<file path="config.mk">
export PLATFORM = sky130hd
export DESIGN_NAME = wsid_cell
export DESIGN_NICKNAME = d
export VERILOG_FILES = /design/src/hdl/width_signed_int_divider_defines.svh /design/src/hdl/wsid_pkg.sv /design/src/hdl/wsid_cell.sv
export SDC_FILE = /design/constraint.sdc
export NUM_CORES = 1
export LEC_CHECK = 0
export BUFFER_PORTS_ARGS = -buffer_cell sky130_fd_sc_hd__buf_2
export CORE_AREA = 2 2 160 162
export DETAILED_ROUTE_END_ITERATION = 16
export DIE_AREA = 0 0 162 164
export GPL_TIMING_DRIVEN = 0
export PLACE_DENSITY = 0.66
export SYNTH_ARGS = -nofsm -noshare
export SYNTH_HDL_FRONTEND = slang
export SYNTH_SLANG_ARGS = --single-unit
</file>
<file path="constraint.sdc">
create_clock -name clk -period 4.3 [get_ports clk]
set_clock_uncertainty 0.1 [all_clocks]
set_input_delay 0.43 -clock clk [delete_from_list [all_inputs] [get_ports clk]]
set_output_delay 0.43 -clock clk [all_outputs]
set_load 0.05 [all_outputs]
</file>
<file path="src/hdl/width_signed_int_divider_defines.svh">
// ----------------------------------------------------------------------------
// Assertion macros for the width-selectable signed integer divider.
// ----------------------------------------------------------------------------
`ifndef WIDTH_SIGNED_INT_DIVIDER_DEFINES_SVH
`define WIDTH_SIGNED_INT_DIVIDER_DEFINES_SVH

// Checks that a condition implies a second one in the same cycle.
`define WSID_ASSERT_IMPLIES(lbl, clk, rstn, ante, cons, msg) \
  lbl: assert property (@(posedge clk) disable iff (!(rstn)) (ante) |-> (cons)) \
    else $error(msg);

// Checks that a condition is followed by a second one after the delay given by dly.
`define WSID_ASSERT_DELAYED(lbl, clk, rstn, ante, dly, cons, msg) \
  lbl: assert property (@(posedge clk) disable iff (!(rstn)) (ante) |-> ##(dly) (cons)) \
    else $error(msg);

`endif

</file>
<file path="src/hdl/wsid_pkg.sv">
// ----------------------------------------------------------------------------
// wsid_pkg
// Shared types, codes and helpers of the width-selectable integer divider.
// ----------------------------------------------------------------------------
`timescale 1ns / 1ps

package wsid_pkg;

  // Width of the payload data fields and of the operand width field.
  localparam int DATA_W  = 64;
  localparam int WIDTH_W = 7;

  // Command codes of a request.
  typedef enum logic {
    CMD_QUO = 1'b0,
    CMD_REM = 1'b1
  } cmd_t;

  // Error codes of a result.
  typedef enum logic [1:0] {
    ERR_NONE     = 2'd0,
    ERR_DIV_ZERO = 2'd1,
    ERR_OVERFLOW = 2'd2
  } err_t;

  // Control group that travels with each request down the pipeline.
  typedef struct packed {
    logic               valid;
    cmd_t               cmd;
    logic               neg_quo;
    logic               neg_rem;
    err_t               err;
    logic [WIDTH_W-1:0] width;
  } ctrl_t;

  // Mask with the low w bits set; w at or above DATA_W gives all ones.
  function automatic logic [DATA_W-1:0] width_mask(input logic [WIDTH_W-1:0] w);
    width_mask = ~({DATA_W{1'b1}} << w);
  endfunction

endpackage

</file>
<file path="src/hdl/wsid_cell.sv">
// ----------------------------------------------------------------------------
// wsid_cell
// One restoring division step: shifts the next dividend bit into the partial
// remainder, subtracts the divisor when it fits and records the quotient bit.
// ----------------------------------------------------------------------------
`timescale 1ns / 1ps

module wsid_cell #(
  parameter int MAX_WIDTH = 64
) (
  input  logic                 clk,
  input  logic                 rst_n,
  input  wsid_pkg::ctrl_t      ctrl_i,
  input  logic [MAX_WIDTH-1:0] rem_i,
  input  logic [MAX_WIDTH-1:0] quo_i,
  input  logic [MAX_WIDTH-1:0] den_i,
  output wsid_pkg::ctrl_t      ctrl_o,
  output logic [MAX_WIDTH-1:0] rem_o,
  output logic [MAX_WIDTH-1:0] quo_o,
  output logic [MAX_WIDTH-1:0] den_o
);

  logic [MAX_WIDTH:0]   shifted;
  logic [MAX_WIDTH:0]   diff;
  wsid_pkg::ctrl_t      ctrl_r;
  logic [MAX_WIDTH-1:0] rem_r;
  logic [MAX_WIDTH-1:0] rem_nxt;
  logic [MAX_WIDTH-1:0] quo_r;
  logic [MAX_WIDTH-1:0] quo_nxt;
  logic [MAX_WIDTH-1:0] den_r;

  // Trial subtraction; a clear top bit means the divisor fits.
  assign shifted = {rem_i, quo_i[MAX_WIDTH-1]};
  assign diff    = shifted - {1'b0, den_i};

  always_comb begin
    if (!diff[MAX_WIDTH]) begin
      rem_nxt = diff[MAX_WIDTH-1:0];
      quo_nxt = {quo_i[MAX_WIDTH-2:0], 1'b1};
    end else begin
      rem_nxt = shifted[MAX_WIDTH-1:0];
      quo_nxt = {quo_i[MAX_WIDTH-2:0], 1'b0};
    end
  end

  // Hand the step result to the next cell.
  always_ff @(posedge clk) begin
    if (!rst_n) begin
      ctrl_r <= '0;
    end else begin
      ctrl_r <= ctrl_i;
    end
    rem_r <= rem_nxt;
    quo_r <= quo_nxt;
    den_r <= den_i;
  end

  assign ctrl_o = ctrl_r;
  assign rem_o  = rem_r;
  assign quo_o  = quo_r;
  assign den_o  = den_r;

endmodule

</file>
==> results.toml <==
[logic_synthesis]
ys_types = 71
synth_flop_cell = "dfxtp_1"
synth_seq_cells = 205
syn_nets = 1233
syn_area_sq_mm = 0.00923
synth.top_cell.area_share = 0.445
synth_warnings = 0
netlist_top_cells_count = "dfxtp_1, inv_1, a21oi_1"
syn_inst = 961
yosysTopAreaCell = "dfxtp_1"
async_reset_ff_frac = 0
synth_edf_count = 0
ys_seq_area_frac = 0.445
ys_top_cells_by_area = "dfxtp_1, ha_1, mux2_1"
post-synth-top-count-cell = "dfxtp_1"
syn_area_per_cell_sq_um = 9.60

[detailed_routing]
drt_iter0_drc = 403
wl_mm = 29.7
drtPass1Iterations = 5
drc = 0
wl_per_cell_um = 15.8
drt.antenna.violating_nets = 0
avgViaCountPerCell = 4.78
via_count = 8968

[critical_path]
cp-end-kind = "register"
critical_path_class = "input pin to register"
cp-endpoint = "rem_o[63]"
cp-startpoint = "den_i[24]"
critPathLaunchType = "input pin"
required_ps = 4590
worstPathArrival_ps = 4340
worst-path-max-fanout = 5

[sta]
finalMaxSlewViolations = 0
finalSetupViolCount = 0
rsz0062_at_grt = "false"
hold_viol = 0
fin_tns_setup_ps = 0
finalCritPeriodShare = 0.941
tightestPinTransition_ps = 833
fmax_mhz = 247
min_period_ps = 4050
relSlewSlack = 0.440

[floorplanning]
start_util = 0.372
die_y_um = 164
die_w_um = 162
io_pins = 412
die_area_sq_mm = 0.0266
row_count = 58
core_area_sq_mm = 0.0248

[finish]
fin_nets = 1800
postLayoutCellArea_sq_mm = 0.0139
final_util = 0.559
finalNonFillerCells = 1876
drive_gt1_frac = 0.312
syn2layout_area_growth_pct = 50.4
fill_cells = 2226

[placed_design]
dpl.hpwl_mm = 22.0
portBuffers = 411
post_dp_cell_area_sq_mm = 0.0117
place_congestion = 0.852
dp_cells = 1702

[pwr]
combPwrFrac = 0.330
powerDensity_mw_per_mm2 = 464
intPower_mw = 4.16
ir_worst_vdd_uv = 395
p_total_mw = 6.44
p_leak_nw = 6.84
p_switching_mw = 2.28
p_seq_frac = 0.337
clkPwrFrac = 0.333
swShare = 0.354

[min_path]
min_path_type = "input pin to register"

[status]
status = "complete, no violations"

[clock_network]
clock_path_buffers = 3
htree_levels = 1
numCtsBuffers = 23
root_buffer = "clkbuf_16"
clk_pin_slew_ps = 60
cts_tree = "done"
clkSinkCount = 205

[global_routing]
grt_use_total = 0.210
grt_max_degree = 14
first_global_vias = 8923
antenna_found_initial = 2
grt_overflow_total = 0
grt_pass1_wl_mm = 44.9

[run]
cap_violations = 0
## worst min path at each step
stage	from	endpoint	slack (ps)	cells after the start
6_report	ctrl_i[3]	ctrl_o[3]	20	2
3_3_place_gp	quo_i[44]	quo_o[45]	430	1
4_1_cts	ctrl_i[3]	ctrl_o[3]	0.5	2
5_1_grt	ctrl_i[9]	ctrl_o[9]	6	2
2_1_floorplan	den_i[0]	den_o[0]	360	0
3_5_place_dp	quo_i[57]	quo_o[58]	430	1
## repair_timing
action                                  in CTS  in global routing
hold buffers                               128                  0
gates resized for setup                      0                 13
endpoints found under the setup margin       0                 58
setup buffers                                0                  2
hold endpoints to repair                   128                  0
## layout make-up
| type | instances | area (sq um) | area share |
|---|---|---|---|
| antenna | 2 | 5.00 | 0.000361 |
| buffer | 34 | 151 | 0.0109 |
| clock buffer | 30 | 652 | 0.0470 |
| clock inverter | 11 | 186 | 0.0134 |
| inverter | 88 | 333 | 0.0240 |
| multi-input combinational | 634 | 4670 | 0.337 |
| sequential | 205 | 4100 | 0.296 |
| tap | 330 | 413 | 0.0298 |
| timing repair buffer | 542 | 3360 | 0.242 |
## logic make-up (layout without fill, tap and decap cells)
group | after synthesis | count (layout) | share of synthesized area
flip-flops | 205 | 205 | 0.445
AO/OA/AOI/OAI | 236 | 236 | 0.167
AND/OR/NAND/NOR | 213 | 213 | 0.118
buffers and inverters | 122 | 705 | 0.0508
other | 0 | 2 | 0
XOR/XNOR | 57 | 57 | 0.0541
multiplexers | 63 | 63 | 0.0765
adder cells (fa/ha/maj) | 65 | 65 | 0.0889
## cells in the final DEF (no fill, tap or decap), types with 6 or more instances in the layout
| cell | count |
|---|---|
| buf_2 | 412 |
| dfxtp_1 | 205 |
| dlygate4sd3_1 | 128 |
| inv_1 | 87 |
| a21oi_1 | 77 |
| ha_1 | 64 |
| nand2_1 | 62 |
| mux2_1 | 48 |
| nor2_1 | 42 |
| xnor2_1 | 34 |
| a21o_1 | 32 |
| clkbuf_1 | 29 |
| xor2_1 | 23 |
| clkbuf_16 | 23 |
| nand4_1 | 22 |
| o21ai_0 | 19 |
| and2_1 | 18 |
| o21ai_1 | 17 |
| o21bai_1 | 15 |
| nor2b_1 | 11 |
| nand3_1 | 10 |
| and3_1 | 9 |
| nor3_1 | 8 |
| nand2b_1 | 8 |
| mux2_2 | 8 |
| a31oi_1 | 8 |
| buf_4 | 7 |
| o21a_1 | 6 |
| mux2i_1 | 6 |
## power groups by stage
stage                     Sequential [mW]  Combinational, mW  Clock, mW
final                                2.17               2.12       2.14
after global routing                 2.19               2.26       2.28
after CTS                            2.17               2.11       2.20
after detailed placement             2.21               2.01          0
after global placement               2.20               2.00          0
after floorplan                      3.00              0.688          0
## per-layer routing
metal	track usage	routed length [um]	vias up
met5	0	0	-
met2	0.385	14800	308
met1	0.241	12000	4115
li1	-	-	4502
met3	0.0500	2250	43
met4	0.0619	685	0
## flip-flops by register name, indices dropped and copies added, names as in the netlist
name    flops
ctrl_o     13
quo_o      64
rem_o      64
den_o      64
## per-stage QoR
step	worst slack [ps]	hold WS [ps]
after detailed placement	-95.8	434
final	254	23.0
after global placement	-107	433
after floorplan	892	358
after global routing	54.2	6.46
after CTS	11.6	0.509
## critical path, stage by stage
cell	delay [ps]
dlygate4sd3_1	520
buf_2	110
inv_1	40
ha_1	350
a21oi_2	190
nor2_1	50
or4b_1	550
or4b_4	620
a311o_1	350
a211oi_2	440
o21ai_1	230
xor2_1	180
mux2_2	270
Power figures use the tool's default switching activity.
