<file path="config.mk">
export PLATFORM = sky130hd
export DESIGN_NAME = wsid_prep
export DESIGN_NICKNAME = d
export VERILOG_FILES = /design/src/hdl/width_signed_int_divider_defines.svh /design/src/hdl/wsid_pkg.sv /design/src/hdl/wsid_prep.sv
export SDC_FILE = /design/constraint.sdc
export NUM_CORES = 1
export LEC_CHECK = 0
export ABC_AREA = 1
export BUFFER_PORTS_ARGS = -buffer_cell sky130_fd_sc_hd__buf_4
export CAP_MARGIN = 20
export CORE_UTILIZATION = 40
export CTS_BUF_LIST = sky130_fd_sc_hd__clkbuf_4
export CTS_CLUSTER_SIZE = 40
export DETAILED_ROUTE_END_ITERATION = 10
export SLEW_MARGIN = 20
export SYNTH_ARGS = -nofsm -noshare
export SYNTH_HDL_FRONTEND = slang
export SYNTH_SLANG_ARGS = --single-unit
export TNS_END_PERCENT = 5
</file>
<file path="constraint.sdc">
create_clock -name clk -period 9.75 [get_ports clk]
set_clock_uncertainty 0.1 [all_clocks]
set_input_delay 1.4625 -clock clk [delete_from_list [all_inputs] [get_ports clk]]
set_output_delay 1.4625 -clock clk [all_outputs]
set_load 0.02 [all_outputs]
</file>
<file path="src/hdl/width_signed_int_divider_defines.svh">
// ----------------------------------------------------------------------------
// Assertion macros for the width-selectable signed integer divider.
// ----------------------------------------------------------------------------
`ifndef WIDTH_SIGNED_INT_DIVIDER_DEFINES_SVH
`define WIDTH_SIGNED_INT_DIVIDER_DEFINES_SVH

// Checks that a condition implies a second one in the same cycle.
`define WSID_ASSERT_IMPLIES(lbl, clk, rstn, ante, cons, msg) \
  lbl: assert property (@(posedge clk) disable iff (!(rstn)) (ante) |-> (cons)) \
    else $error(msg);

// Checks that a condition is followed by a second one after the delay given by dly.
`define WSID_ASSERT_DELAYED(lbl, clk, rstn, ante, dly, cons, msg) \
  lbl: assert property (@(posedge clk) disable iff (!(rstn)) (ante) |-> ##(dly) (cons)) \
    else $error(msg);

`endif

</file>
<file path="src/hdl/wsid_pkg.sv">
// ----------------------------------------------------------------------------
// wsid_pkg
// Shared types, codes and helpers of the width-selectable integer divider.
// ----------------------------------------------------------------------------
`timescale 1ns / 1ps

package wsid_pkg;

  // Width of the payload data fields and of the operand width field.
  localparam int DATA_W  = 64;
  localparam int WIDTH_W = 7;

  // Command codes of a request.
  typedef enum logic {
    CMD_QUO = 1'b0,
    CMD_REM = 1'b1
  } cmd_t;

  // Error codes of a result.
  typedef enum logic [1:0] {
    ERR_NONE     = 2'd0,
    ERR_DIV_ZERO = 2'd1,
    ERR_OVERFLOW = 2'd2
  } err_t;

  // Control group that travels with each request down the pipeline.
  typedef struct packed {
    logic               valid;
    cmd_t               cmd;
    logic               neg_quo;
    logic               neg_rem;
    err_t               err;
    logic [WIDTH_W-1:0] width;
  } ctrl_t;

  // Mask with the low w bits set; w at or above DATA_W gives all ones.
  function automatic logic [DATA_W-1:0] width_mask(input logic [WIDTH_W-1:0] w);
    width_mask = ~({DATA_W{1'b1}} << w);
  endfunction

endpackage

</file>
<file path="src/hdl/wsid_prep.sv">
// ----------------------------------------------------------------------------
// wsid_prep
// Input stage: clamps the width, masks the operands, flags the error cases
// and takes the magnitudes of signed operands.
// ----------------------------------------------------------------------------
`timescale 1ns / 1ps

module wsid_prep #(
  parameter int MAX_WIDTH = 64
) (
  input  logic                        clk,
  input  logic                        rst_n,
  input  logic                        req_valid,
  input  logic                        command,
  input  logic [MAX_WIDTH-1:0]        dividend,
  input  logic [MAX_WIDTH-1:0]        divisor_bits,
  input  logic [wsid_pkg::WIDTH_W-1:0] op_width,
  input  logic                        is_signed,
  output wsid_pkg::ctrl_t             ctrl_o,
  output logic [MAX_WIDTH-1:0]        num_o,
  output logic [MAX_WIDTH-1:0]        den_o
);

  logic [wsid_pkg::WIDTH_W-1:0] width_c;
  logic [wsid_pkg::DATA_W-1:0]  mask_full;
  logic [MAX_WIDTH-1:0]         mask;
  logic [MAX_WIDTH-1:0]         sbit;
  logic [MAX_WIDTH-1:0]         a;
  logic [MAX_WIDTH-1:0]         b;
  logic                         a_neg;
  logic                         b_neg;
  wsid_pkg::ctrl_t              ctrl_r;
  wsid_pkg::ctrl_t              ctrl_nxt;
  logic [MAX_WIDTH-1:0]         num_r;
  logic [MAX_WIDTH-1:0]         num_nxt;
  logic [MAX_WIDTH-1:0]         den_r;
  logic [MAX_WIDTH-1:0]         den_nxt;

  // Clamp the operand width to the range 1 .. MAX_WIDTH.
  always_comb begin
    if (op_width == '0) begin
      width_c = wsid_pkg::WIDTH_W'(1);
    end else if (op_width > wsid_pkg::WIDTH_W'(MAX_WIDTH)) begin
      width_c = wsid_pkg::WIDTH_W'(MAX_WIDTH);
    end else begin
      width_c = op_width;
    end
  end

  // Mask the operands and find the sign bit position.
  assign mask_full = wsid_pkg::width_mask(width_c);
  assign mask      = mask_full[MAX_WIDTH-1:0];
  assign sbit      = MAX_WIDTH'(1) << (width_c - wsid_pkg::WIDTH_W'(1));
  assign a         = dividend & mask;
  assign b         = divisor_bits & mask;
  assign a_neg     = is_signed && ((a & sbit) != '0);
  assign b_neg     = is_signed && ((b & sbit) != '0);

  // Build the control group and the unsigned magnitudes.
  always_comb begin
    ctrl_nxt.valid   = req_valid;
    ctrl_nxt.cmd     = wsid_pkg::cmd_t'(command);
    ctrl_nxt.neg_quo = a_neg ^ b_neg;
    ctrl_nxt.neg_rem = a_neg;
    ctrl_nxt.width   = width_c;
    if (b == '0) begin
      ctrl_nxt.err = wsid_pkg::ERR_DIV_ZERO;
    end else if (is_signed && (a == sbit) && (b == mask)) begin
      ctrl_nxt.err = wsid_pkg::ERR_OVERFLOW;
    end else begin
      ctrl_nxt.err = wsid_pkg::ERR_NONE;
    end
    num_nxt = a_neg ? ((~a + MAX_WIDTH'(1)) & mask) : a;
    den_nxt = b_neg ? ((~b + MAX_WIDTH'(1)) & mask) : b;
  end

  // Stage register; only the control group is reset.
  always_ff @(posedge clk) begin
    if (!rst_n) begin
      ctrl_r <= '0;
    end else begin
      ctrl_r <= ctrl_nxt;
    end
    num_r <= num_nxt;
    den_r <= den_nxt;
  end

  assign ctrl_o = ctrl_r;
  assign num_o  = num_r;
  assign den_o  = den_r;

endmodule

</file>
==> results of run 1 <==
==> per-layer routing <==
metal  vias to the layer above  track usage, %
met3                       264            11.1
met5                         -               0
met2                      1186            67.8
met1                      7920            54.0
li1                       7838               -
met4                         4            28.7
==> state kept, by name, summed over array words and instances (netlist names) <==
register,cells
ctrl_o,13
den_o,64
num_o,64
==> layout make-up <==
class,instances,area (sq um)
antenna,4,10.0
clock buffer,18,135
clock inverter,14,158
fill,3343,16000
inverter,366,1370
multi-input combinational,1731,8410
sequential,141,2820
tap,402,503
timing repair buffer,295,2210
==> worst max path at each step <==
stage	end	slack (ns)	cells past startpoint
2_1_floorplan	num_o[28]	4.79	23
3_3_place_gp	num_o[47]	2.20	27
3_5_place_dp	num_o[47]	2.15	27
4_1_cts	num_o[47]	2.87	27
5_1_grt	num_o[47]	2.30	27
6_report	num_o[47]	2.60	27
==> kinds of logic (layout without fill, tap and decap cells) <==
group / after synthesis / in the layout / share of synthesized area (%)
buffers and inverters: 418 / 693 / 12.9
AO/OA/AOI/OAI: 168 / 168 / 7.18
flip-flops: 141 / 141 / 21.9
AND/OR/NAND/NOR: 1458 / 1458 / 48.9
XOR/XNOR: 37 / 37 / 2.51
other: 0 / 4 / 0
adder cells (fa/ha/maj): 68 / 68 / 6.59
==> where the power goes <==
part	leakage, nW	total [mW]	switching, mW	internal, mW
Combinational	7.52	0.866	0.592	0.275
Clock	0.156	0.434	0.273	0.160
Sequential	1.18	0.687	0.0269	0.660
Total	8.86	1.99	0.892	1.10
==> per-stage QoR <==
stage | power, mW | worst slack (ns) | util [%] | cells | hold slack [ns]
after CTS | 1.96 | 2.87 | 49.4 | 2967 | 0.811
final | 1.99 | 2.60 | 49.4 | 2971 | 0.828
after floorplan | 1.17 | 4.79 | - | 2290 | 1.45
after global routing | 2.07 | 2.30 | 49.4 | 2968 | 0.812
after global placement | 1.53 | 2.20 | 48.4 | 2935 | 1.53
after detailed placement | 1.54 | 2.15 | 48.4 | 2935 | 1.53
==> synthesized netlist by cell type (2+ instances only) <==
library cell | count | share of area (%)
sky130_fd_sc_hd__dfxtp_1 | 141 | 22
sky130_fd_sc_hd__ha_1 | 68 | 6.6
sky130_fd_sc_hd__inv_2 | 10 | 0.29
sky130_fd_sc_hd__o21a_1 | 2 | 0.12
sky130_fd_sc_hd__nand2_1 | 623 | 18
sky130_fd_sc_hd__nand3_1 | 220 | 8.5
sky130_fd_sc_hd__nor2_4 | 5 | 0.44
sky130_fd_sc_hd__nand2_4 | 2 | 0.17
sky130_fd_sc_hd__nand3b_1 | 10 | 0.58
sky130_fd_sc_hd__o21ai_0 | 58 | 2.3
sky130_fd_sc_hd__buf_1 | 4 | 0.12
sky130_fd_sc_hd__nor2_1 | 399 | 12
sky130_fd_sc_hd__a21boi_1 | 3 | 0.17
sky130_fd_sc_hd__buf_6 | 7 | 0.61
sky130_fd_sc_hd__inv_1 | 353 | 10
sky130_fd_sc_hd__nor3_1 | 45 | 1.7
sky130_fd_sc_hd__buf_2 | 20 | 0.78
sky130_fd_sc_hd__nand3_2 | 5 | 0.39
sky130_fd_sc_hd__nor3_2 | 3 | 0.23
sky130_fd_sc_hd__a21oi_1 | 56 | 2.2
sky130_fd_sc_hd__nand2_2 | 11 | 0.53
sky130_fd_sc_hd__nor3b_1 | 2 | 0.12
sky130_fd_sc_hd__buf_4 | 5 | 0.29
sky130_fd_sc_hd__o21ai_1 | 18 | 0.70
sky130_fd_sc_hd__xor2_1 | 36 | 2.4
sky130_fd_sc_hd__o221ai_1 | 2 | 0.14
sky130_fd_sc_hd__nor2_2 | 14 | 0.68
sky130_fd_sc_hd__o21ai_2 | 4 | 0.27
sky130_fd_sc_hd__clkbuf_1 | 16 | 0.47
sky130_fd_sc_hd__nand4_1 | 86 | 4.2
sky130_fd_sc_hd__o22ai_1 | 17 | 0.82
sky130_fd_sc_hd__nor4_1 | 26 | 1.3
sky130_fd_sc_hd__clkinv_1 | 3 | 0.087
sky130_fd_sc_hd__or2_2 | 5 | 0.24
sky130_fd_sc_hd__a21oi_2 | 3 | 0.20
==> metrics list, run 1 <==
- Top FF cell, synth: sky130_fd_sc_hd__dfxtp_1
- Buffers inserted to repair hold after CTS numbered 0.
- Detailed-routing wirelength on met1: 28.4 mm
- Met3 Wirelength: about 8.2 mm
- Sum of net half-perimeters after detailed placement: between 60 and 70 mm
- Number of buffer and inverter stages on the critical path: 8
- In the final routed layout, each cell accounts on average for approximately 25 um.
- In this run the clock root is driven by a sky130_fd_sc_hd__clkbuf_4.
- Number of distinct library cells after synthesis: between 40 and 50
- In the global route stage, overall resource usage came out at a little over two fifths.
- For this run the aggregate overflow at the end of global routing stands at 0.
* Most prevalent standard cell on the critical path: sky130_fd_sc_hd__nand2_1
- TritonCTS Sinks: 141
- Overall routed net length: 73.2 mm
- Hold path startpoint: divisor_bits[0]
* Post-CTS Setup Inserts: 0
* Power density over cell area: 127 mW/mm^2
- Fraction of layout cells with a size suffix above 1: roughly 15%
- Peak VDD IR: around 100 uV
* Final hold violations: 0
* Number of flops mapped to enable cells by yosys: 0
* Setup repair after global routing missed its margin: false
- Worst setup path category: in2reg
- Crit-path slowest cell: sky130_fd_sc_hd__inv_2
- From synthesis to final layout, the design area changed by 21.2%.
* Global-route wire length before repair: slightly above 100 mm
- The min-delay analysis places its worst path in the category in2reg.
* Most common cell after layout, fill and taps aside: sky130_fd_sc_hd__nand2_1
- STA classifies the critical path startpoint as an input pin.
- Entering global routing, the biggest net connects 69 pins.
* Mean post-synth cell area: around 5.6 sq um
- Standard cell core area: between 0.03 and 0.04 sq mm
- Count of pins over their slew limit: 0
- Dividing the detail-routed via count by the number of cells gives approximately 5.8.
- After the first detailed-routing iteration, the DRC count stood at roughly 2500.
- Synthesized net count: roughly 2500
* Data required time at the worst endpoint: between 10 and 15 ns
* Slew at the pin closest to its max-slew limit: 0.866 ns
- For hold timing, the worst endpoint is den_o[0].
* Worst-path fanout max: 46
- The floorplan step defined a die boundary enclosing roughly 0.033 sq mm.
* Clock H-tree levels: 4
- Once the floorplan was initialized, standard cells occupied about two fifths of the core.
* CTS tree: yes
* Count of unresolved DRC violations after routing: 0
* Final Setup Violations: 0
- Highest routed metal layer: met5
- The tool flagged a number of max-cap violations equal to 0.
- Die Span Y: about 180 um
- Critical path launch point: op_width[6]
- Pleak: about 8.9 nW
- Commonest cells after routing, fill and taps aside: 623 x sky130_fd_sc_hd__nand2_1, 399 x sky130_fd_sc_hd__nor2_1, 353 x sky130_fd_sc_hd__inv_1
- Synth Register Bits: ~140
* Cell depth of the worst min-delay path: 1
- Total number of nets in the final design: about 2800
- Counting the buffers created by CTS gives 17.
- Port buffer count: 280
- Crit path max-delay family: simple AND/OR/NAND/NOR gates
* Area of the mapped netlist: around 0.013 sq mm
- Max Fclk: 140 MHz
- Worst slew margin relative to its limit: a little over two fifths
- Post-layout min period: about 7.2 ns
- During synthesis, Yosys emitted a total of 0 warnings.
- Top-Level Pins: 281
- Final instance area: approximately 0.016 sq mm
* Number of nets still failing antenna checks after routing: 0
- Counting along the longest clock path gives a buffer depth of 2.
- Period utilisation layout: ~73%
* DR vias: ~17000
- After clock tree synthesis, the clock-pin slew on the worst setup and hold paths is about 0.16 ns.
- Initial antenna violation count: 4
- Data on the critical path arrives at its endpoint at about 7.7 ns.
- The share of the Yosys chip area taken by registers is ~22%.
- Met2 routed WL: around 31 mm
- The placed instances occupy a cell area of roughly 0.015 sq mm.
* Die width: between 150 and 200 um
- The congestion estimate from routability-driven global placement came to roughly 1.1.
- Longest individual stage delay on the worst path: about 0.8 ns
* Final-layout setup total negative slack: 0 ns
* Status: finished, final reports clean
- Number of global-route vias before repair: 15900
- Once the clock tree was built, the resizer swapped 0 gates to a different size.
- Placement row count: 65
* Post-synth ARST share: 0%
- Critical path capture point type: flip-flop
* Number of detailed-routing iterations run before antenna repair: 6
- Number of instances in the synthesized netlist: 2290
(Power assumes the default switching activity.)
==> run 2, diff against run 1 <==
- clock period: 9.75 -> 6 ns (I/O delays scaled with it)
==> run 2 against run 1 <==
  * Die area stayed put
  * Worst hold slack worse by 0.60 ns
  * Routed wire length is 3.7% higher
  * Design area is 2.3% higher
  * Sequential share of layout area is 0.40 points lower
  * Setup slack worse by 1.8 ns
  * Global-route usage is 1.5 points higher
  * Combinational power is 67% higher
  * First-iteration DRC count is 12% lower
  * Critical endpoint is now ctrl_o[8]
  * Highest routed layer is now met4
==> metrics list, run 2 (synthesis results as in run 1) <==
* Die outline area: 0.0330 sq mm (unchanged)
- Clock tree synthesis selected as its root buffer the cell sky130_fd_sc_hd__clkbuf_4.
- Total number of nets in the final design: 2809 (+1.8%)
- The hold buffer count at cts is 0 (unchanged).
* Syn-to-layout area delta: 23.9%
* Type of the tightest min-delay check: in2reg
- Maximum number of pins on one net before global-route repair: 90 (+30%)
- The power per standard cell area came to 202 mW/mm^2 (+59%).
* Clock-pin slew of the registers on the worst-case setup and hold paths: 0.15 ns (about the same)
* Most prevalent standard cell on the critical path: sky130_fd_sc_hd__nor2_1
- The library cells used most frequently in the layout, excluding fill and tap cells, are 623 x sky130_fd_sc_hd__nand2_1, 399 x sky130_fd_sc_hd__nor2_1, 353 x sky130_fd_sc_hd__inv_1.
- The largest stage delay on the critical path came to 0.54 ns (-0.28 ns).
* Worst Setup Start Kind: input pin
* Worst-path fanout max: 10 (-78%)
* Number of global-route vias before repair: 16100 (+1.5%)
- The number of levels the H-tree was split into is 4 (unchanged).
* Final Util: 50.5% (+1.1 points)
- The run finished with clean final reports.
- The detailed placer's ending HPWL came to 64.4 mm (+4.9%).
* Total gr overflow: 0 (unchanged)
- The die boundary width was 182 um (unchanged).
- Max Fclk: approximately 190 MHz
* Data required time at the worst endpoint: 6.56 ns (-3.71 ns)
- The count of input and output buffers is 280 (unchanged).
* Global-route wire length before repair: 106 mm (+3.2%)
- Period utilisation layout: 86.3%
- CTS tree: yes
- The via density per instance is 5.82 (+0.41%).
- Pleak: 9.08 nW (+2.5%)
- Clock buffer depth: 2 (unchanged)
- Final-layout setup total negative slack: 0 ns (unchanged)
* Post-layout min period: between 5 and 6 ns
- Setup repair after global routing left no endpoint under its margin.
* Placer Congestion: 1.08 (+0.66%)
* Fin Hold WS: 0.231 ns (-0.598 ns)
- The slowest stage of the critical path belongs to the cell sky130_fd_sc_hd__nor3_1.
- TritonCTS Sinks: 141 (unchanged)
* Count of fill cells added during filler insertion: 3398 (+1.6%)
- Number of gates resized after cts: 0 (unchanged)
* Overall routed net length: 75.9 mm (+3.7%)
- The overall power after layout was 3.23 mW (+63%).
- Initial cell density of the core: 40.8% (unchanged)
- Die Span Y: 182 um (unchanged)
- Inserted Clock Buffers: 17 (unchanged)
- The hold violation count in the final report is 0 (unchanged).
- The post-route non-filler standard cell count came to 3016 (+1.5%).
- Fraction of layout cells with a size suffix above 1: 16.7% (+1.5 points)
- DRC marker count from the first detailed-route iteration: 2225 (-12%)
- The number of buffers inserted to repair setup after CTS came to 0 (unchanged).
- Average wire per cell in the routed design: 25.2 um (+2.2%)
- Arrival time at the worst endpoint: 5.74 ns (-1.93 ns)
* Count of unresolved DRC violations after routing: 0 (unchanged)
- The area inside the core boundary is 0.0316 sq mm (unchanged).
* GRT Util Overall: 45.4% (+1.5 points)
- Leaving out fill and tap cells, the most frequent cell in the layout is sky130_fd_sc_hd__nand2_1.
* Number of detailed-routing iterations run before antenna repair: 7 (+1)
* Top-Level Pins: 281 (unchanged)
- DR vias: 17500 (+1.9%)
* Worst setup path category: in2reg
- Peak VDD IR: 152 uV (+49%)
- Max_cap viols: 0 (unchanged)
- The number of cells after detailed placement was 2984 (+1.7%).
* Initial antenna violation count: 2 (-2)
* Number of nets still failing antenna checks after routing: 0 (unchanged)
* Slew at the pin closest to its max-slew limit: 0.947 ns (+0.0811 ns)
- Final Setup Violations: 0 (unchanged)
- STA classifies the critical path endpoint as a flip-flop.
- The worst slew margin relative to its limit was 36.2% (-6.1 points).
- Placement row count: 65 (unchanged)
- The max-slew violation count came to 0 (unchanged).
[run 2: worst paths after layout]
kind	start	endpoint	slack [ns]	depth (start not counted)
setup / recovery	op_width[4]	ctrl_o[8]	0.82	26
hold / removal	dividend[0]	num_o[0]	0.23	1
[run 2: routing by layer]
metal | GRT usage [%] | share of wire (%) | up-vias
met2 | 69.2 | 42 | 1306
met5 | 0 | 0 | -
li1 | - | - | 7932
met1 | 57.5 | 39 | 8073
met3 | 10.5 | 12 | 234
met4 | 29.1 | 7.1 | 0
[run 2: layout make-up]
type | instances | area [sq um] | share of cell area, %
Multi-Input combinational cell | 1731 | 8410 | 52.6
Inverter | 366 | 1370 | 8.59
Tap cell | 402 | 503 | 3.15
Clock buffer | 18 | 135 | 0.845
Timing Repair Buffer | 344 | 2610 | 16.3
Sequential cell | 141 | 2820 | 17.7
Clock inverter | 12 | 124 | 0.775
Antenna cell | 2 | 5.00 | 0.0313
[run 2: worst max-delay path, delay by kind of cell]
family / cells / cell delay, ns
adders and majority gates: 2 / 0.69
buffers and inverters: 6 / 0.87
and+or+nand+nor: 18 / 3.26
[run 2: per-stage QoR]
| stage | worst slack, ns | cell area [sq um] |
|---|---|---|
| 6_report | 0.825 | 16000 |
| 5_1_grt | 0.648 | 16000 |
| 4_1_cts | 1.02 | 16000 |
| 3_5_place_dp | 0.292 | 15700 |
| 3_3_place_gp | 0.164 | 15700 |
| 2_1_floorplan | 1.61 | 12900 |
[run 2: power by group]
| part | total [mW] | switching, mW | internal [mW] |
|---|---|---|---|
| registers | 1.12 | 0.0476 | 1.07 |
| clock network | 0.661 | 0.417 | 0.243 |
| logic | 1.45 | 0.974 | 0.475 |
| total | 3.23 | 1.44 | 1.79 |
