**src/hdl/width_signed_int_divider_defines.svh**
```systemverilog
// ----------------------------------------------------------------------------
// Assertion macros for the width-selectable signed integer divider.
// ----------------------------------------------------------------------------
`ifndef WIDTH_SIGNED_INT_DIVIDER_DEFINES_SVH
`define WIDTH_SIGNED_INT_DIVIDER_DEFINES_SVH

// Checks that a condition implies a second one in the same cycle.
`define WSID_ASSERT_IMPLIES(lbl, clk, rstn, ante, cons, msg) \
  lbl: assert property (@(posedge clk) disable iff (!(rstn)) (ante) |-> (cons)) \
    else $error(msg);

// Checks that a condition is followed by a second one after the delay given by dly.
`define WSID_ASSERT_DELAYED(lbl, clk, rstn, ante, dly, cons, msg) \
  lbl: assert property (@(posedge clk) disable iff (!(rstn)) (ante) |-> ##(dly) (cons)) \
    else $error(msg);

`endif

```
**src/hdl/wsid_pkg.sv**
```systemverilog
// ----------------------------------------------------------------------------
// wsid_pkg
// Shared types, codes and helpers of the width-selectable integer divider.
// ----------------------------------------------------------------------------
`timescale 1ns / 1ps

package wsid_pkg;

  // Width of the payload data fields and of the operand width field.
  localparam int DATA_W  = 64;
  localparam int WIDTH_W = 7;

  // Command codes of a request.
  typedef enum logic {
    CMD_QUO = 1'b0,
    CMD_REM = 1'b1
  } cmd_t;

  // Error codes of a result.
  typedef enum logic [1:0] {
    ERR_NONE     = 2'd0,
    ERR_DIV_ZERO = 2'd1,
    ERR_OVERFLOW = 2'd2
  } err_t;

  // Control group that travels with each request down the pipeline.
  typedef struct packed {
    logic               valid;
    cmd_t               cmd;
    logic               neg_quo;
    logic               neg_rem;
    err_t               err;
    logic [WIDTH_W-1:0] width;
  } ctrl_t;

  // Mask with the low w bits set; w at or above DATA_W gives all ones.
  function automatic logic [DATA_W-1:0] width_mask(input logic [WIDTH_W-1:0] w);
    width_mask = ~({DATA_W{1'b1}} << w);
  endfunction

endpackage

```
**src/hdl/wsid_post.sv**
```systemverilog
// ----------------------------------------------------------------------------
// wsid_post
// Output stage: selects quotient or remainder, restores the sign, masks the
// result to the operand width and forces zero on error.
// ----------------------------------------------------------------------------
`timescale 1ns / 1ps

module wsid_post #(
  parameter int MAX_WIDTH = 64
) (
  input  logic                        clk,
  input  logic                        rst_n,
  input  wsid_pkg::ctrl_t             ctrl_i,
  input  logic [MAX_WIDTH-1:0]        rem_i,
  input  logic [MAX_WIDTH-1:0]        quo_i,
  output logic                        valid_o,
  output logic [wsid_pkg::DATA_W-1:0] result_o,
  output wsid_pkg::err_t              error_o
);

  logic [MAX_WIDTH-1:0]        mag;
  logic                        neg;
  logic [MAX_WIDTH-1:0]        signed_val;
  logic [wsid_pkg::DATA_W-1:0] mask_full;
  logic [MAX_WIDTH-1:0]        mask;
  logic                        valid_r;
  logic [wsid_pkg::DATA_W-1:0] result_r;
  logic [wsid_pkg::DATA_W-1:0] result_nxt;
  wsid_pkg::err_t              error_r;

  // Pick the requested value and its sign.
  always_comb begin
    if (ctrl_i.cmd == wsid_pkg::CMD_REM) begin
      mag = rem_i;
      neg = ctrl_i.neg_rem;
    end else begin
      mag = quo_i;
      neg = ctrl_i.neg_quo;
    end
  end

  // Negate, mask and zero on error.
  assign signed_val = neg ? (~mag + MAX_WIDTH'(1)) : mag;
  assign mask_full  = wsid_pkg::width_mask(ctrl_i.width);
  assign mask       = mask_full[MAX_WIDTH-1:0];
  assign result_nxt = (ctrl_i.err != wsid_pkg::ERR_NONE) ? '0 :
                      wsid_pkg::DATA_W'(signed_val & mask);

  // Output register; the strobe is reset, the payload is not.
  always_ff @(posedge clk) begin
    if (!rst_n) begin
      valid_r <= 1'b0;
    end else begin
      valid_r <= ctrl_i.valid;
    end
    result_r <= result_nxt;
    error_r  <= ctrl_i.err;
  end

  assign valid_o  = valid_r;
  assign result_o = result_r;
  assign error_o  = error_r;

endmodule

```
**config.mk**
```make
export PLATFORM = sky130hd
export DESIGN_NAME = wsid_post
export DESIGN_NICKNAME = d
export VERILOG_FILES = /design/src/hdl/width_signed_int_divider_defines.svh /design/src/hdl/wsid_pkg.sv /design/src/hdl/wsid_post.sv
export SDC_FILE = /design/constraint.sdc
export NUM_CORES = 1
export LEC_CHECK = 0
export ABC_CLOCK_PERIOD_IN_PS = 6500
export BUFFER_PORTS_ARGS = -buffer_cell sky130_fd_sc_hd__buf_2
export CAP_MARGIN = 10
export CORE_MARGIN = 5
export CORE_UTILIZATION = 50
export DETAILED_ROUTE_END_ITERATION = 6
export PLACE_DENSITY = 0.86
export SLEW_MARGIN = 20
export SYNTH_ARGS = -nofsm -noshare
export SYNTH_HDL_FRONTEND = slang
export SYNTH_SLANG_ARGS = --single-unit
export TNS_END_PERCENT = 1
```
**constraint.sdc**
```tcl
create_clock -name clk -period 6.5 [get_ports clk]
set_input_delay 0.975 -clock clk [delete_from_list [all_inputs] [get_ports clk]]
set_output_delay 0.975 -clock clk [all_outputs]
set_load 0.01 [all_outputs]
```
==> flow_metrics.py, run 1 <==
metrics = {
    "finish": {
        "nets": 1018,
        "final_cells": 1019,
        "diodes": 0,
        "drive_gt1_frac": 0.320,
        "area_growth_pct": 23.1,
    },
    "detailed_routing": {
        "drt_wl_total_um": 20500,
        "drt-initial-drc-count": 813,
        "wire_per_inst_um": 20.1,
        "drc_errors": 0,
        "dr.pass1.iters": 7,
        "vias": 6474,
        "ant_nets": 0,
        "avgViaCountPerCell": 6.35,
    },
    "yosys": {
        "synth_ff_type": "dfxtp_1",
        "ys_types": 69,
        "synth_warnings": 0,
        "synth_nets": 838,
        "synth_edf_count": 0,
        "avgSynthCellArea_um2": 8.02,
        "synthArstFlopShare": 0,
        "synth-seq-area-share": 0.241,
        "synthCells": 694,
        "ys_seq_elements": 67,
        "synth_area_mm2": 0.00557,
    },
    "run_status": {
        "outcome": "finished, final reports clean",
    },
    "worst_setup_path": {
        "crit_type": "input port to register",
        "cp-end-kind": "register",
        "worstPathMaxFanout": 107,
        "crit_path_cell_trace": "buf_6 -> mux2i_1 -> ha_1 -> or4b_2 -> a22oi_4 -> nand4_4 -> or4_4 -> a21oi_1 -> nor4b_2",
        "critPathCapture": "result_o[60]",
        "slowest_stage": "or4b_2",
        "critPathLaunch": "ctrl_i[11]",
        "critPathMaxStageDelay_ps": 660,
        "required_ps": 6710,
        "worstPathArrival_ps": 4290,
        "critPathLaunchType": "input port",
    },
    "sta": {
        "drv_slew": 0,
        "finalHoldViolations": 0,
        "finalSetupTns_ps": 0,
        "period_minus_slack_ps": 4080,
        "fin_crit_sh": 0.628,
        "max_freq_mhz": 245,
        "setup-violations-final": 0,
        "worst_pin_slew_ps": 1170,
        "rsz0062_at_grt": "false",
        "slew_headroom": 0.212,
    },
    "placement": {
        "port_buffers": 209,
        "dp.cells": 1003,
        "dp_hpwl_um": 16500,
        "place_congestion": 0.962,
    },
    "die": {
        "initial_core_util": 0.511,
        "rows": 38,
        "die_h_um": 116,
        "die_area_mm2": 0.0133,
        "die_w_um": 116,
        "core_mm2": 0.0109,
        "pin_count": 210,
    },
    "flow_run": {
        "cap_viol_max_count": 0,
    },
    "grt": {
        "grt_usage": 0.291,
        "first_global_vias": 5806,
        "antenna_found_initial": 0,
        "grt_pass1_wl_um": 30500,
        "grt_max_degree": 108,
        "grt-ovfl-total": 0,
    },
    "clock_tree": {
        "clockBufferDepth": 2,
        "hold_buffers": 0,
        "clockRootBuffer": "clkbuf_8",
        "cts_htree_levels": 3,
        "cts_resized": 0,
        "path_clk_slew_ps": 80,
        "post-cts-setup-buffers": 0,
        "cts_inserted_buffers": 9,
        "cts_num_sinks": 67,
        "tritoncts": "yes",
    },
    "power_and_ir_drop": {
        "ir_drop_mv": 0.169,
        "p_leak_nw": 3.01,
        "cellPowerDensity_mw_per_mm2": 173,
    },
    "hold_path": {
        "hold_class": "input port to register",
    },
}
## how the worst min path moves through the flow
stage / slack [ps] / end / startpoint / cells past startpoint
final: 770 / error_o[1] / ctrl_i[8] / 1
after global placement: 1120 / error_o[1] / ctrl_i[8] / 1
after floorplan: 1000 / error_o[0] / ctrl_i[7] / 0
after CTS: 760 / error_o[1] / ctrl_i[8] / 1
after detailed placement: 1120 / error_o[1] / ctrl_i[8] / 1
after global routing: 760 / error_o[0] / ctrl_i[7] / 1
## Yosys cell counts (3+ instances only)
library cell  number  share of area
or3_1             19          0.021
or3b_2            11          0.017
a211oi_1           4         0.0054
nor2_1            54          0.036
or4_4              3         0.0061
buf_2             17          0.015
dfxtp_1           67           0.24
o311a_1            4         0.0072
xnor2_1           26          0.041
o22ai_1            3         0.0034
nor4b_1            4         0.0063
a21oi_1           49          0.044
nor3b_1           21          0.028
and4_1             5         0.0079
inv_1              4         0.0027
or4_1              4         0.0054
a31oi_1           18          0.020
o211ai_1           4         0.0054
mux2_2            11          0.022
o31ai_1           12          0.016
nor4_1            11          0.012
a41oi_1            6         0.0094
clkbuf_1          27          0.018
nand2b_1           3         0.0034
o41ai_1            5         0.0079
nor3_1            48          0.043
and2_1             5         0.0056
and3_1             6         0.0067
nand2_1           40          0.027
mux2i_1           59           0.11
or4b_2             5         0.0090
a222oi_1           4         0.0072
o21ai_0           24          0.022
o2bb2a_1           5         0.0090
or2_2              8         0.0090
a22oi_1            6         0.0081
o21a_1             9          0.012
nor2b_1            3         0.0034
xor2_1            23          0.036
nand3_1           11         0.0099
or3b_1             4         0.0063
nand4_1            9          0.010
## stage by stage
| stage | area (um^2) | setup slack, ps | hold WS [ps] | power (W) | utilization |
|---|---|---|---|---|---|
| after floorplan | 5570 | 1640 | 1000 | 0.000665 | - |
| after global placement | 6650 | 2200 | 1120 | 0.000810 | 0.611 |
| after detailed placement | 6650 | 2140 | 1120 | 0.000814 | 0.611 |
| after CTS | 6860 | 2490 | 761 | 0.00117 | 0.630 |
| after global routing | 6860 | 2250 | 762 | 0.00122 | 0.630 |
| final | 6860 | 2420 | 768 | 0.00118 | 0.630 |
## metal layers
metal,vias up,share of wire,GRT usage
met2,480,0.44,0.461
met5,-,0,0
li1,3006,-,-
met3,51,0.13,0.0501
met4,0,0.023,0.0837
met1,2937,0.41,0.407
## cell type report
type                            instances  area [um^2]
Clock buffer                            9          124
Clock inverter                          7         83.8
Fill cell                             984         4030
Inverter                                4         15.0
Multi-Input combinational cell        577         4020
Sequential cell                        67         1340
Tap cell                              140          175
Timing Repair Buffer                  215         1100
## report_power, final
group / internal, W / leakage [nW] / switching, W / total (W)
combinational: 0.000148 / 2.35 / 0.000225 / 0.000373
sequential: 0.000436 / 0.549 / 0.00000821 / 0.000444
clock: 0.000184 / 0.102 / 0.000182 / 0.000366
total: 0.000768 / 3.01 / 0.000415 / 0.00118
## flip-flops by register name (all words and copies together) (netlist names)
signal and flops:
result_o 64, error_o 2, valid_o 1
## cell usage in the layout (no fill, tap or decap), types with 6 or more instances in the layout
cell type and count:
a21oi_1 49, a22oi_1 6, a31oi_1 18, a41oi_1 6, and3_1 6, buf_2 208
buf_4 6, clkbuf_8 9, dfxtp_1 67, mux2_2 11, mux2i_1 58, nand2_1 40
nand3_1 11, nand4_1 9, nor2_1 54, nor3_1 48, nor3b_1 21, nor4_1 11
o21a_1 9, o21ai_0 24, o31ai_1 12, or2_2 8, or3_1 19, or3b_2 11
xnor2_1 26, xor2_1 23
## kinds of logic (layout without fill, tap and decap cells)
group	Yosys count	after routing	share of synthesized area
AO/OA/AOI/OAI	170	170	0.209
adder cells (fa/ha/maj)	1	1	0.00225
flip-flops	67	67	0.241
AND/OR/NAND/NOR	287	287	0.303
buffers and inverters	50	235	0.0396
multiplexers	70	70	0.128
XOR/XNOR	49	49	0.0771
## worst max-delay path: cells and delay by family
family	cells	cell delay, ps
muxes	1	340
and+or+nand+nor	4	1610
AOI/OAI and AO/OA	2	520
buffers and inverters	1	550
adders and majority gates	1	240
(Power assumes the default switching activity.)
==> run 2: changes to the inputs <==
--- a/config.mk
+++ b/config.mk
@@ -5,13 +5,13 @@
 export SDC_FILE = /design/constraint.sdc
 export NUM_CORES = 1
 export LEC_CHECK = 0
-export ABC_CLOCK_PERIOD_IN_PS = 6500
+export ABC_CLOCK_PERIOD_IN_PS = 3700
 export BUFFER_PORTS_ARGS = -buffer_cell sky130_fd_sc_hd__buf_2
 export CAP_MARGIN = 10
 export CORE_MARGIN = 5
-export CORE_UTILIZATION = 50
+export CORE_UTILIZATION = 46
 export DETAILED_ROUTE_END_ITERATION = 6
-export PLACE_DENSITY = 0.86
+export PLACE_DENSITY = 0.84
 export SLEW_MARGIN = 20
 export SYNTH_ARGS = -nofsm -noshare
 export SYNTH_HDL_FRONTEND = slang
==> constraint.sdc (replaced) <==
create_clock -name clk -period 3.7 [get_ports clk]
set_input_delay 0.555 -clock clk [delete_from_list [all_inputs] [get_ports clk]]
set_output_delay 0.555 -clock clk [all_outputs]
set_load 0.01 [all_outputs]
==> flow_metrics.py, run 2 (synthesis gave the netlist of run 1 again) <==
metrics = {
    "worst_setup_path": {
        "critical-path-top-delay-family": "simple AND/OR/NAND/NOR gates",
        "critPathLaunchType": "input port",
        "slowest_stage": "or4b_2",
        "crit_path_cell_trace": "buf_6 -> buf_12 -> or4b_2 -> o2bb2a_1 -> nand4_1 -> or4_4 -> a21oi_2 -> nor4b_2",
        "cp_num_buf_inv": 2,
        "cp-end-kind": "register",
        "crit_type": "input port to register",
        "worstPathArrival_ps": 3260,
        "required_ps": 3880,
        "worstPathMaxFanout": 111,
        "critPathMaxStageDelay_ps": 650,
    },
    "placement": {
        "dp_hpwl_um": 17200,
        "place_congestion": 0.961,
        "dp.cells": 1020,
        "dpl_worst_slack_ps": 372,
        "place_area_mm2": 0.00678,
        "port_buffers": 209,
    },
    "clock_tree": {
        "tritoncts": "yes",
        "clockRootBuffer": "clkbuf_16",
        "cts_htree_levels": 3,
        "hold_buffers": 0,
        "cts_inserted_buffers": 9,
        "cts_resized": 0,
        "post-cts-setup-buffers": 0,
        "clockBufferDepth": 2,
        "path_clk_slew_ps": 50,
        "cts_num_sinks": 67,
    },
    "power_and_ir_drop": {
        "p_leak_nw": 3.14,
        "ir_drop_mv": 0.300,
        "cellPowerDensity_mw_per_mm2": 346,
    },
    "grt": {
        "grt_max_degree": 112,
        "antenna_found_initial": 3,
        "grt-ovfl-total": 0,
        "grt_usage": 0.283,
        "grt_pass1_wl_um": 32400,
        "first_global_vias": 5970,
    },
    "finish": {
        "drive_gt1_frac": 0.331,
        "layout_commonest_cell": "buf_2",
        "fin_area_mm2": 0.00714,
        "fill_cells": 1079,
        "fin_util": 0.597,
        "register_area_mm2": 0.00134,
        "final_cell_mix": "208 x buf_2, 67 x dfxtp_1, 58 x mux2i_1",
        "largest_reg_flops": 64,
        "nets": 1028,
        "multi_input_area_mm2": 0.00404,
        "area_growth_pct": 28.2,
        "final_cells": 1037,
    },
    "sta": {
        "slew_headroom": 0.585,
        "drv_slew": 0,
        "worst_pin_slew_ps": 617,
        "fin_crit_sh": 0.832,
        "finalSetupTns_ps": 0,
        "setup-violations-final": 0,
        "worst_slack_ps": 621,
        "finalHoldViolations": 0,
        "max_freq_mhz": 325,
        "period_minus_slack_ps": 3080,
        "rsz0062_at_grt": "false",
    },
    "detailed_routing": {
        "drc_errors": 0,
        "vias": 6529,
        "drt_wl_total_um": 21200,
        "avgViaCountPerCell": 6.30,
        "ant_nets": 0,
        "dr.pass1.iters": 7,
        "drt-initial-drc-count": 704,
        "wire_per_inst_um": 20.4,
    },
    "die": {
        "die_h_um": 120,
        "die_w_um": 120,
        "core_mm2": 0.0120,
        "rows": 40,
        "initial_core_util": 0.465,
        "die_area_mm2": 0.0144,
        "pin_count": 210,
    },
    "hold_path": {
        "hold_class": "input port to register",
    },
    "flow_run": {
        "cap_viol_max_count": 0,
    },
    "run_status": {
        "outcome": "finished, final reports clean",
    },
}
## run 2: worst paths after layout
path,from,endpoint,slack [ps],cells past startpoint
worst max-delay path,ctrl_i[11],result_o[60],620,8
worst min-delay path,ctrl_i[7],error_o[0],380,1
## run 2: through the flow
step	total power (W)	hold slack (ps)
final	0.00247	378
after global routing	0.00256	373
after CTS	0.00245	365
after detailed placement	0.00144	701
after global placement	0.00143	703
after floorplan	0.00118	583
## run 2: where the power goes
part	internal [W]	switching, W
sequential	0.000768	0.0000121
clock	0.000725	0.000291
combinational	0.000268	0.000403
## run 2: metal layers
metal	part of all wire	wire, um	GRT usage
met1	0.42	8790	0.400
met2	0.43	9140	0.418
met3	0.13	2840	0.0815
met4	0.017	367	0.0773
met5	0.0015	32	0
## run 2: final cells by class
| type | instances | share of cell area |
|---|---|---|
| Multi-Input combinational cell | 577 | 0.566 |
| Sequential cell | 67 | 0.188 |
| Timing Repair Buffer | 225 | 0.168 |
| Clock buffer | 11 | 0.0326 |
| Tap cell | 147 | 0.0258 |
| Clock inverter | 5 | 0.0175 |
| Inverter | 4 | 0.00210 |
| Antenna cell | 1 | 0.000350 |
==> run 3: changes to the inputs <==
--- a/config.mk
+++ b/config.mk
@@ -5,11 +5,12 @@
 export SDC_FILE = /design/constraint.sdc
 export NUM_CORES = 1
 export LEC_CHECK = 0
-export ABC_CLOCK_PERIOD_IN_PS = 3700
+export ABC_AREA = 1
+export ABC_CLOCK_PERIOD_IN_PS = 2550
 export BUFFER_PORTS_ARGS = -buffer_cell sky130_fd_sc_hd__buf_2
 export CAP_MARGIN = 10
 export CORE_MARGIN = 5
-export CORE_UTILIZATION = 46
+export CORE_UTILIZATION = 47
 export DETAILED_ROUTE_END_ITERATION = 6
 export PLACE_DENSITY = 0.84
 export SLEW_MARGIN = 20
==> constraint.sdc (replaced) <==
create_clock -name clk -period 2.55 [get_ports clk]
set_input_delay 0.3825 -clock clk [delete_from_list [all_inputs] [get_ports clk]]
set_output_delay 0.3825 -clock clk [all_outputs]
set_load 0.01 [all_outputs]
==> flow_metrics.py, run 3 <==
metrics = {
    "hold_path": {
        "hold_class": "input port to register",
    },
    "finish": {
        "largest_reg_flops": 64,
        "diodes": 0,
        "area_growth_pct": 25.6,
        "final_cell_mix": "484 x nand2_1, 208 x buf_2, 205 x nor2_1",
        "fill_cells": 1351,
        "register_area_mm2": 0.00134,
        "layout_commonest_cell": "nand2_1",
        "multi_input_area_mm2": 0.00394,
        "nets": 1542,
        "drive_gt1_frac": 0.205,
    },
    "detailed_routing": {
        "dr.pass1.iters": 6,
        "drc_errors": 0,
        "ant_nets": 0,
        "drt_wl_total_um": 26200,
        "wire_per_inst_um": 16.6,
        "drt-initial-drc-count": 1285,
        "avgViaCountPerCell": 5.20,
        "vias": 8187,
    },
    "worst_setup_path": {
        "slowest_stage": "o21ai_1",
        "crit_path_cell_trace": "buf_4 -> inv_6 -> buf_4 -> nand2_1 -> nand2_1 -> nand2_1 -> nor2_1 -> nand2_1 -> o21ai_1 -> nand4_1 -> a21oi_1",
        "critPathLaunchType": "input port",
        "cp_num_buf_inv": 3,
        "critical-path-top-delay-family": "simple AND/OR/NAND/NOR gates",
        "worstPathArrival_ps": 2390,
        "crit_type": "input port to register",
        "required_ps": 2800,
        "crit_top_cell": "nand2_1",
        "worstPathMaxFanout": 49,
        "critPathMaxStageDelay_ps": 280,
        "cp-end-kind": "register",
    },
    "placement": {
        "dpl_worst_slack_ps": 118,
        "dp_hpwl_um": 22000,
        "port_buffers": 209,
        "place_congestion": 1.01,
    },
    "clock_tree": {
        "cts_inserted_buffers": 9,
        "cts_htree_levels": 3,
        "cts_resized": 0,
        "hold_buffers": 0,
        "tritoncts": "yes",
        "clockBufferDepth": 2,
        "cts_num_sinks": 67,
        "path_clk_slew_ps": 50,
        "post-cts-setup-buffers": 0,
        "clockRootBuffer": "clkbuf_16",
    },
    "yosys": {
        "synth_ff_type": "dfxtp_1",
        "synthArstFlopShare": 0,
        "avgSynthCellArea_um2": 5.18,
        "synth_edf_count": 0,
        "synth_area_mm2": 0.00613,
        "synth_simple_gate_area_share": 0.501,
        "yosysMostFrequentCell": "nand2_1",
        "ys_seq_elements": 67,
        "synth_fa_ha_area_frac": 0.00204,
        "synth_top_area_share": 0.297,
        "synth_top_family_by_area": "simple AND/OR/NAND/NOR gates",
        "synth_warnings": 0,
        "ys_types": 31,
        "synthTopCellsByArea": "nand2_1 30%, dfxtp_1 22%, nor2_1 13%, inv_1 9.5%, nand3_1 4.0%",
        "yosysTopAreaCell": "nand2_1",
        "synthMuxAreaShare": 0,
        "synth_nets": 1327,
        "synth-seq-area-share": 0.219,
        "synth_compound_area_frac": 0.107,
        "synthCells": 1183,
        "synth_xor_area_frac": 0.0314,
        "synth_commonest_cells": "484 x nand2_1, 205 x nor2_1, 155 x inv_1",
    },
    "grt": {
        "met2_usage": 0.491,
        "grt_pass1_wl_um": 39200,
        "antenna_found_initial": 0,
        "met3_usage": 0.0799,
        "first_global_vias": 7167,
        "gr-usage-met1": 0.507,
        "grt_usage": 0.339,
        "busiest_layer": "met1",
        "grt-ovfl-total": 0,
        "grt_max_degree": 78,
    },
    "power_and_ir_drop": {
        "p_leak_nw": 4.45,
        "cellPowerDensity_mw_per_mm2": 463,
        "p_comb_frac": 0.322,
        "p_clk_frac": 0.362,
        "p_int_w": 0.00225,
        "seqPwrFrac": 0.316,
        "ir_drop_mv": 0.293,
        "switching_share": 0.368,
        "p_switching_w": 0.00131,
    },
    "die": {
        "core_mm2": 0.0127,
        "die_h_um": 124,
        "rows": 41,
        "die_area_mm2": 0.0154,
        "initial_core_util": 0.482,
        "die_w_um": 124,
        "pin_count": 210,
    },
    "sta": {
        "worst_pin_slew_ps": 655,
        "fin_crit_sh": 0.839,
        "slew_headroom": 0.559,
        "period_minus_slack_ps": 2140,
        "setup-violations-final": 0,
        "finalHoldViolations": 0,
        "max_freq_mhz": 467,
        "drv_slew": 0,
        "worst_slack_ps": 410,
        "finalSetupTns_ps": 0,
        "rsz0062_at_grt": "false",
    },
    "flow_run": {
        "cap_viol_max_count": 0,
    },
    "run_status": {
        "outcome": "finished, final reports clean",
    },
}
==> run 3: worst paths after layout <==
path  slack, ps  cells after the start        from           end
max         410                     11  ctrl_i[11]  result_o[47]
min         180                      1   ctrl_i[8]    error_o[1]
==> run 3: power groups by stage <==
stage,clock (W),sequential [W],combinational [W]
after floorplan,0,0.00117,0.000645
after global placement,0,0.00115,0.00111
after detailed placement,0,0.00115,0.00111
after CTS,0.00128,0.00112,0.00112
after global routing,0.00134,0.00113,0.00127
final,0.00129,0.00112,0.00115
==> run 3: per-stage QoR <==
stage                     hold slack, ps  area, um^2  std cells  utilization  total power [W]
after detailed placement             512        7390       1559        0.581          0.00226
after global routing                 178        7690       1575        0.605          0.00374
after CTS                            179        7690       1575        0.605          0.00352
after global placement               511        7390       1559        0.581          0.00226
after floorplan                      410        6130       1183            -          0.00182
final                                182        7690       1575        0.605          0.00356
==> run 3: final cells by class <==
type                       count  share of cell area
sequential                    67               0.174
timing repair buffer         237               0.167
clock inverter                 7             0.00992
tap                          172              0.0280
multi-input combinational    920               0.511
inverter                     163              0.0802
clock buffer                   9              0.0293
==> run 3: kinds of logic after synthesis <==
group                      after synthesis
and+or+nand+nor                        774
buffers and inverters                  196
AOI/OAI and AO/OA                      123
DFF                                     67
xor gates and xnor gates                22
adders and majority gates                1
==> run 3: per-layer routing <==
layer	wire length (um)	vias to the layer above	part of all wire
li1	-	4025	-
met1	11500	3595	0.44
met2	10700	524	0.41
met3	3490	43	0.13
met4	468	0	0.018
met5	0	-	0
